File: src/hdl/rcpc_ram.sv
// Generic single-port-write, single-port-read RAM with registered read data.
module rcpc_ram #(
    parameter int WIDTH = 8,
    parameter int DEPTH = 16
) (
    input  logic                     clk,
    input  logic                     we,
    input  logic [$clog2(DEPTH)-1:0] waddr,
    input  logic [WIDTH-1:0]         wdata,
    input  logic [$clog2(DEPTH)-1:0] raddr,
    output logic [WIDTH-1:0]         rdata
);

    logic [WIDTH-1:0] mem [DEPTH];

    always_ff @(posedge clk)
    begin
        if (we)
        begin
            mem[waddr] <= wdata;
        end
        rdata <= mem[raddr];
    end

endmodule

File: config.mk
export PLATFORM = sky130hd
export DESIGN_NAME = rcpc_ram
export DESIGN_NICKNAME = d
export VERILOG_FILES = /design/src/hdl/rcpc_ram.sv
export SDC_FILE = /design/constraint.sdc
export NUM_CORES = 1
export LEC_CHECK = 0
export BUFFER_PORTS_ARGS = -buffer_cell sky130_fd_sc_hd__buf_2
export CORE_MARGIN = 5
export CORE_UTILIZATION = 45
export DETAILED_ROUTE_END_ITERATION = 6
export HOLD_SLACK_MARGIN = 0.08
export PLACE_DENSITY_LB_ADDON = 0.25
export RECOVER_POWER = 50
export SETUP_SLACK_MARGIN = 0.15
export SYNTH_ARGS = -nofsm -noshare
export SYNTH_HDL_FRONTEND = slang
export SYNTH_SLANG_ARGS = --single-unit
File: constraint.sdc
create_clock -name clk -period 2 [get_ports clk]
set_input_delay 0.1 -clock clk [delete_from_list [all_inputs] [get_ports clk]]
set_output_delay 0.1 -clock clk [all_outputs]
set_load 0.02 [all_outputs]
Word level (Yosys, flattened, before mapping)
Memory sizes are Yosys's and may differ from the RTL's. A register that Yosys moved wholly into a read port is not among the register bits. Index checks and enable logic that the tools add are counted. Widths: inputs -> output; s select.

Memory bits (writable): 128. Bits of input ports: 18. Flip-flop bits (word level): 0. Output and inout bits: 8. Logic and storage cells: 3. Memories: 1.

Memory list: mem (words 16, width 8, read ports 1, clocked after Yosys merged registers in 1, wr ports 1, RTL line 14) `logic [WIDTH-1:0] mem [DEPTH];`.

Mux-type cells: 2.

Operators by type and width (number): $mux 1 (2).

Longest topological paths before layout
Gate-level depths: netlist (run 1).

Depth after elaboration: 2. Depth in mapped cells: 5.

Worst setup path after synthesis (run 1)
No wires, ideal clock.

Kind: input to register. From: in waddr[2]. To: mem mem[0][0] (enable). Required time: 1.617 ns. Buffers on the path: 0. Arrival: 1.210 ns. Setup time: 0.383 ns. Cell stages on the path: 2. Setup slack: 0.407 ns. Cells stage by stage: or3b_2 -> nor3_1.

RTL lines: start: declaration (RTL line 8) `input logic [$clog2(DEPTH)-1:0] waddr,`; end: declaration (RTL line 14).

Straight into the memory's write port.

==> run metrics, run 1 <==
Period minus WS final=1.37 ns; drt drc=0; Pleak=0.00207 µW; max-slew violations=0; synth unique cells=19; vias in the first global route=2426; Fmax achieved=0.729 GHz; Post-Route WL=9150 µm; I/O Pins=26; final core utilization=0.542; die area=13700 µm²; CTS tree=yes; WP buf/inv=0; ANT nets after route=0; RSZ-0062 raised after global routing=no; Final Hold Viols=0; IO buf count=25; first-pass GRT wire length=14500 µm; Avg Inst Size Synth=22.5 µm²; Cell Chain, Critical Path=mux4_1 > a22oi_1 > nand2_1; crit path DAT=1.66 ns; GRT overflow=0; Slew headroom=0.561; fin crit share=0.686; Core Area=11300 µm²; PD cells=1050 nW/µm²; initial antenna violation count=0; CP peak stage delay=0.54 ns; Syn Nets=247; clk root buf=clkbuf_16; routability congestion estimate=0.686; peak supply drop=0.484 mV; data required time at the worst endpoint=2.29 ns; Setup TNS Final=0 ns; fin nets=309; H-Tree Depth=4; HPWL after detailed placement=6070 µm; starting density of the core=0.455; status=complete, no violations; Max Cap Viol=0; filler instances=887; Die Ht=117 µm; clk_skew=0.0140 ns; crit path max-delay cell type=mux4_1; critical path launch point type=register; Synth Register Bits=136; CTS buffer count=17; share of cells above drive strength 1=0.266; Area Growth Syn to Fin=19.3%; Total Routing Usage GR=0.152; Top delay family on crit path=multiplexers; Clock Sinks=136; Gate Count Post-Synth=229; Cell Area, Synth=5150 µm²; clock slew at reported path FFs=0.06 ns; Vias/cell=5.32; worst reg2reg setup slack=0.63 ns; drt pass-1 iters=4; drt wl/cell=20.5 µm; clock latency at the later pin of the worst-skew pair=0.41 ns; starting DRC count in detailed routing=173; clk buf depth=2; num rows=39; pin count of the biggest net entering global routing=33; CP Max Fanout=1; min-delay worst type=in2reg; crit end category=register; number of inserted diodes=0; detailed-route via count=2377; Die X=117 µm; final count of negative-setup-slack endpoints=0; Slew @ Worst Pin=0.659 ns; CP Class=reg2reg; warning count from the yosys run=0; Seq/Total Area, Yosys=0.778
[placed cells by master (no fill, tap or decap), types with 4 or more instances in the layout]
cell / netlist / routed
edfxtp_1: 128 / 128
nor3_1: 4 / 4
nor2_1: 13 / 13
buf_2: 3 / 17
clkbuf_1: 0 / 14
a22oi_1: 16 / 16
mux4_1: 14 / 14
buf_4: 1 / 15
dlygate4sd3_1: 0 / 7
clkbuf_16: 0 / 17
dfxtp_1: 8 / 8
mux4_2: 18 / 18
nand2_1: 9 / 9
clkinv_2: 0 / 5
[synth_stat cells (all sizes together)]
master | number | area share
a22oi | 16 | 0.023
and2 | 1 | 0.0012
and2b | 1 | 0.0015
buf | 7 | 0.011
clkdlybuf4s25 | 3 | 0.0058
dfxtp | 8 | 0.031
edfxtp | 128 | 0.75
mux4 | 32 | 0.15
nand2 | 9 | 0.0066
nand2b | 2 | 0.0024
nand3 | 1 | 0.00097
nand3b | 2 | 0.0029
nor2 | 13 | 0.0095
nor2b | 1 | 0.0012
nor3 | 4 | 0.0039
or3b | 1 | 0.0017
[flip-flops by register name (all words and copies together) (netlist names)]
signal	flops
rdata	8
mem	128
[metrics by stage]
step | setup WS [ns] | instance area (µm²) | cells | hold slack, ns | power [µW]
after detailed placement | 0.399 | 5540 | 408 | 0.493 | 3580
after global placement | 0.431 | 5540 | 408 | 0.485 | 3570
after global routing | 0.579 | 6140 | 447 | 0.282 | 6640
after CTS | 0.638 | 6170 | 447 | 0.0845 | 6480
after floorplan | 0.407 | 5150 | 229 | 0.199 | 3440
final | 0.627 | 6140 | 447 | 0.246 | 6420
[layer usage]
metal	routed length, µm	vias up	GRT usage	share of wire
met5	0	-	0	0
met1	4010	1202	0.212	0.44
met2	4580	63	0.235	0.50
met3	433	11	0.0447	0.047
li1	-	1101	-	-
met4	119	0	0.0436	0.013
[kinds of logic after synthesis]
logic type             after synthesis  share of synthesized area
DFF                                136                      0.778
and+or+nand+nor                     35                     0.0318
muxes                               32                      0.150
AOI/OAI and AO/OA                   16                     0.0233
buffers and inverters               10                     0.0168
[layout make-up]
class | instances | area, µm² | area share
sequential | 136 | 4000 | 0.652
multi-input combinational | 83 | 1060 | 0.172
clock buffer | 18 | 429 | 0.0699
timing repair buffer | 53 | 337 | 0.0548
tap | 143 | 179 | 0.0291
clock inverter | 14 | 134 | 0.0218
[power by group]
group	total, µW	switching (µW)	internal (µW)	leakage, µW
clock network	2900	1080	1810	0.000274
logic	316	183	133	0.000572
registers	3210	16.6	3190	0.00122
total	6420	1280	5140	0.00207
[worst paths after layout]
check,end,depth (start not counted),startpoint
max,rdata[2],3,mem[5][2]
max reg2reg,rdata[2],3,mem[5][2]
min reg2reg,rdata[6],3,mem[15][6]
min,mem[4][2],1,wdata[2]
[repair_timing]
action                    CTS  global route
hold endpoints to repair  108             0
hold buffers                7             0
setup buffers               0             0
gates resized for setup     0             0
Power figures use the tool's default switching activity.
==> inputs of run 2 (changes only) <==
- clock period: 2 -> 1.4 ns (I/O delays scaled with it)
==> run metrics, run 2 (same netlist as run 1, synthesis figures left out) <==
status=complete, no violations; Post-Route WL=10400 µm; clk root buf=clkbuf_16; starting density of the core=0.455; proportion of power drawn by combinational gates=0.052; clk_skew=0.0131 ns; Cell Chain, Critical Path=mux4_2 > a22oi_2 > nand2_1; Clk pwr share=0.453; worst slack, placed=-0.135 ns; Largest Register=mem; H-Tree Depth=4; Largest regs=mem: 128 flops, rdata: 8 flops; crit path max-delay cell type=mux4_2; Final Hold Viols=0; crit path DAT=1.59 ns; critical path launch point type=register; routability congestion estimate=0.735; Area Growth Syn to Fin=20.4%; RSZ-0062 raised after global routing=yes; Int Pwr=7230 µW; CTS tree=yes; filler instances=892; commonest cells after routing, fill and taps aside=edfxtp_1, mux4_2, buf_4; CP Max Fanout=1; I/O Pins=26; Slew @ Worst Pin=0.998 ns; P_sw=2040 µW; worst setup margin=0.104 ns; max-slew violations=0; detailed-route via count=2488; CP peak stage delay=0.50 ns; Sequential Power Share=0.494; Clock Sinks=136; PD cells=1500 nW/µm²; final count of negative-setup-slack endpoints=0; Fmax achieved=0.772 GHz; drt drc=0; crit end category=register; clock slew at reported path FFs=0.06 ns; GRT overflow=0; peak supply drop=0.693 mV; Total Routing Usage GR=0.167; Pleak=0.00206 µW; CTS buffer count=17; Die X=117 µm; Die Ht=117 µm; Net Sw Frac=0.220; starting DRC count in detailed routing=203; initial antenna violation count=0; pin count of the biggest net entering global routing=26; data required time at the worst endpoint=1.70 ns; num rows=39; drt pass-1 iters=4; IO buf count=25; die area=13700 µm²; drt wl/cell=22.9 µm; min-delay worst type=in2reg; clock latency at the later pin of the worst-skew pair=0.41 ns; HPWL after detailed placement=6710 µm; Slew headroom=0.334; max FFs per register=128; Post-DP Area=5600 µm²; fin nets=316; vias in the first global route=2583; Period minus WS final=1.30 ns; first-pass GRT wire length=15800 µm; Final Cell Area=6200 µm²; fin crit share=0.926; most common cell after layout, fill and taps aside=edfxtp_1; Core Area=11300 µm²; Max Cap Viol=0; ANT nets after route=0; share of cells above drive strength 1=0.328; Vias/cell=5.48; clk buf depth=2; number of inserted diodes=0; CP Class=reg2reg
run 2: cell types whose count changed in the layout (fill, tap and decap cells not counted), moves of 4 or more:
cell and delta:
a22oi_1 -6, a22oi_2 +6, buf_4 +4, clkinv_2 -4, inv_6 +7, mux4_1 -8, mux4_2 +8
run 2: layout make-up:
| type | count | area, µm² | share of cell area |
|---|---|---|---|
| clock buffer | 17 | 425 | 0.0686 |
| clock inverter | 15 | 140 | 0.0226 |
| multi-input combinational | 83 | 1070 | 0.172 |
| sequential | 136 | 4000 | 0.646 |
| tap | 143 | 179 | 0.0289 |
| timing repair buffer | 60 | 383 | 0.0618 |
run 2: timing repair:
item | in CTS | in global routing
hold buffers | 8 | 0
cloned | 0 | 0
resized for setup | 11 | 3
pin swaps | 6 | 2
endpoints found under the hold margin | 128 | 0
setup endpoints to repair | 8 | 8
setup buffers | 0 | 0
run 2: power groups by stage:
stage | Sequential, µW | Combinational (µW) | Clock (µW)
3_3_place_gp | 4660 | 457 | 0
4_1_cts | 4580 | 499 | 4270
3_5_place_dp | 4670 | 467 | 0
5_1_grt | 4590 | 525 | 4460
6_report | 4580 | 485 | 4200
2_1_floorplan | 4690 | 232 | 0
run 2: worst max-delay path: cells and delay by family, from the launching register on:
kind               cells  cell delay [ns]
muxes                  1             0.50
DFF                    1             0.37
AOI/OAI and AO/OA      1             0.23
and+or+nand+nor        1             0.07
run 2: path summary, 6_finish.rpt:
kind / start / endpoint / slack [ns] / cells after the start
worst max register to register: mem[2][6] / rdata[6] / 0.10 / 3
worst max-delay path: mem[2][6] / rdata[6] / 0.10 / 3
worst min-delay path: waddr[1] / mem[0][1] / 0.24 / 3
worst min register to register: mem[15][6] / rdata[6] / 0.67 / 3
run 2: per-stage QoR:
| stage | setup TNS [ns] | cells | power (µW) | hold WS (ns) | utilization |
|---|---|---|---|---|---|
| after floorplan | 0 | 229 | 4920 | 0.169 | - |
| after global placement | -0.440 | 414 | 5120 | 0.459 | 0.494 |
| after detailed placement | -0.518 | 414 | 5130 | 0.477 | 0.494 |
| after CTS | 0 | 454 | 9350 | 0.231 | 0.552 |
| after global routing | 0 | 454 | 9580 | 0.242 | 0.548 |
| final | 0 | 454 | 9270 | 0.241 | 0.548 |
run 2: per-layer routing:
layer,track usage,up-vias,part of all wire
met1,0.239,1305,0.45
met5,0,-,0
met2,0.251,69,0.49
met4,0.0573,0,0.0079
li1,-,1109,-
met3,0.0442,5,0.056
==> inputs of run 3 (changes only) <==
- ABC_AREA: unset -> 1
==> run metrics, run 3 <==
GRT overflow=0; critical path launch point type=register; met2 wire length=6320 µm; top-area cell type share of the netlist area=0.667; Clock Sinks=136; Post-synth ARST share=0; Setup TNS Final=0 ns; Largest Register=mem; hold path depth=5; clock latency at the later pin of the worst-skew pair=0.41 ns; crit end category=primary output; drt wl/cell=16.3 µm; Total Routing Usage GR=0.188; Top Layer Used=met4; num rows=41; Sequential Power Share=0.494; Net Sw Frac=0.208; commonest cells after routing, fill and taps aside=nand2_1, edfxtp_1, inv_1; ranking of synthesized cells by area=edfxtp_1, nand2_1, nand3_1; Post-synth EDFFs=128; peak supply drop=1.02 mV; fin nets=618; clk root buf=clkbuf_16; Post-Route WL=12800 µm; Die X=123 µm; critical path depth in cells=1; final core utilization=0.534; final count of negative-setup-slack endpoints=0; Avg Inst Size Synth=10.5 µm²; CP Class=reg2out; fin crit share=0.750; Slew @ Worst Pin=0.938 ns; worst slack, placed=0.159 ns; Seq/Total Area, Yosys=0.694; R2R Path End=rdata[4]; IO buf count=25; Fmax achieved=0.953 GHz; H-Tree Depth=4; Final Hold Viols=0; Vias/cell=4.79; Gate Count Post-Synth=551; clk_skew=0.00762 ns; first-pass GRT wire length=20300 µm; starting density of the core=0.459; hold path start=raddr[2]; Die Ht=123 µm; routability congestion estimate=0.845; metal3 WL=727 µm; Slew headroom=0.375; Core Area=12600 µm²; Int Pwr=7350 µW; ANT nets after route=0; die area=15200 µm²; Setup Buffers After CTS=0; min-delay worst type=in2reg; RSZ-0062 raised after global routing=no; Area Growth Syn to Fin=16.4%; CTS buffer count=17; detailed-route via count=3763; Largest regs=mem: 128 flops, rdata: 8 flops; hold path endpoint=rdata[7]; number of inserted diodes=0; clock slew at reported path FFs=0.05 ns; Top delay family on crit path=flip-flops; I/O Pins=26; Top FF cell, synth=edfxtp_1; pin count of the biggest net entering global routing=39; HPWL after detailed placement=8160 µm; CP peak stage delay=0.38 ns; Reg2Reg Launch Point=mem[4][4]; M1 wire length=5460 µm; initial antenna violation count=0; clk buf depth=2; Max Cap Viol=0; Synth Register Bits=136; PD cells=1380 nW/µm²; worst setup margin=0.350 ns; drt drc=0; share of cells above drive strength 1=0.0962; warning count from the yosys run=0; worst reg2reg setup slack=0.39 ns; most common cell after layout, fill and taps aside=nand2_1; drt pass-1 iters=4; Syn Nets=569; r2r worst-path depth=6; Yosys top cell by area=edfxtp_1; synth unique cells=12; crit path DAT=0.98 ns; Cell Chain, Critical Path=buf_2; Period minus WS final=1.05 ns; Clk pwr share=0.442; crit path max-delay cell type=dfxtp_1; WP buf/inv=1; CTS tree=yes; Pleak=0.00289 µW; P_sw=1940 µW; CP Max Fanout=1; status=complete, no violations; max-slew violations=0; filler instances=1123; count leader, synth=nand2_1; Cell Area, Synth=5770 µm²; Post-synth top cells=nand2_1, edfxtp_1, inv_1; vias in the first global route=3787; proportion of power drawn by combinational gates=0.064; max FFs per register=128; data required time at the worst endpoint=1.33 ns; starting DRC count in detailed routing=333
-- run 3: changes by cell type after synthesis, moves of 4 or more --
cell	previous run	this run
nand2_1	9	173
inv_1	0	100
nand3_1	1	97
mux4_2	18	0
a22oi_1	16	0
mux4_1	14	0
buf_2	3	13
nor2_1	13	17
nor3_1	4	0
-- run 3: worst min-delay path, cell delays in order --
cell     delay, ns
buf_2         0.11
inv_1         0.12
nand3_1       0.12
nand3_1       0.06
nand2_1       0.06
-- run 3: logic make-up after synthesis --
group,count (synthesis),share of synthesized area
simple gates,289,0.210
flops,136,0.694
buf+inv,126,0.0952
-- run 3: per-stage QoR --
stage	hold WS [ns]	std cells	power (µW)	area, µm²
after floorplan	0.169	551	5010	5770
after global placement	0.438	749	5260	6170
after detailed placement	0.441	749	5270	6170
after CTS	0.0839	785	9390	6760
after global routing	0.192	785	9640	6720
final	0.159	785	9290	6720
-- run 3: worst max-delay path by stage --
stage	startpoint	end	slack [ns]
global route	mem[1][1]	rdata[1]	0.27
CTS	rdata[0]	rdata[0]	0.32
global placement	raddr[0]	rdata[2]	0.16
detailed placement	raddr[0]	rdata[2]	0.16
finish	rdata[0]	rdata[0]	0.35
floorplan	waddr[2]	mem[10][0]	0.38
-- run 3: power groups by stage --
stage          sequential (µW)  combinational [µW]  clock [µW]
2_1_floorplan             4690                 321           0
3_3_place_gp              4670                 591           0
3_5_place_dp              4670                 600           0
4_1_cts                   4590                 612        4190
5_1_grt                   4590                 664        4380
6_report                  4590                 594        4110
-- run 3: final cells by class --
class                      count  area, µm²  area share
sequential                   136       4000       0.596
multi-input combinational    289       1210       0.181
tap                          172        215      0.0320
inverter                     102        383      0.0570
clock inverter                 4       43.8     0.00652
clock buffer                  28        507      0.0755
timing repair buffer          54        349      0.0520
-- run 3: timing repair --
item | 4_1_cts | 5_1_grt
gates resized for setup | 0 | 0
hold buffers | 4 | 0
hold endpoints to repair | 43 | 0
setup endpoints to repair | 0 | 0
-- run 3: metal layers --
metal | GRT usage | up-vias
met5 | 0 | -
met4 | 0.0907 | 0
met3 | 0.0430 | 22
met2 | 0.304 | 98
met1 | 0.239 | 1769
li1 | - | 1874
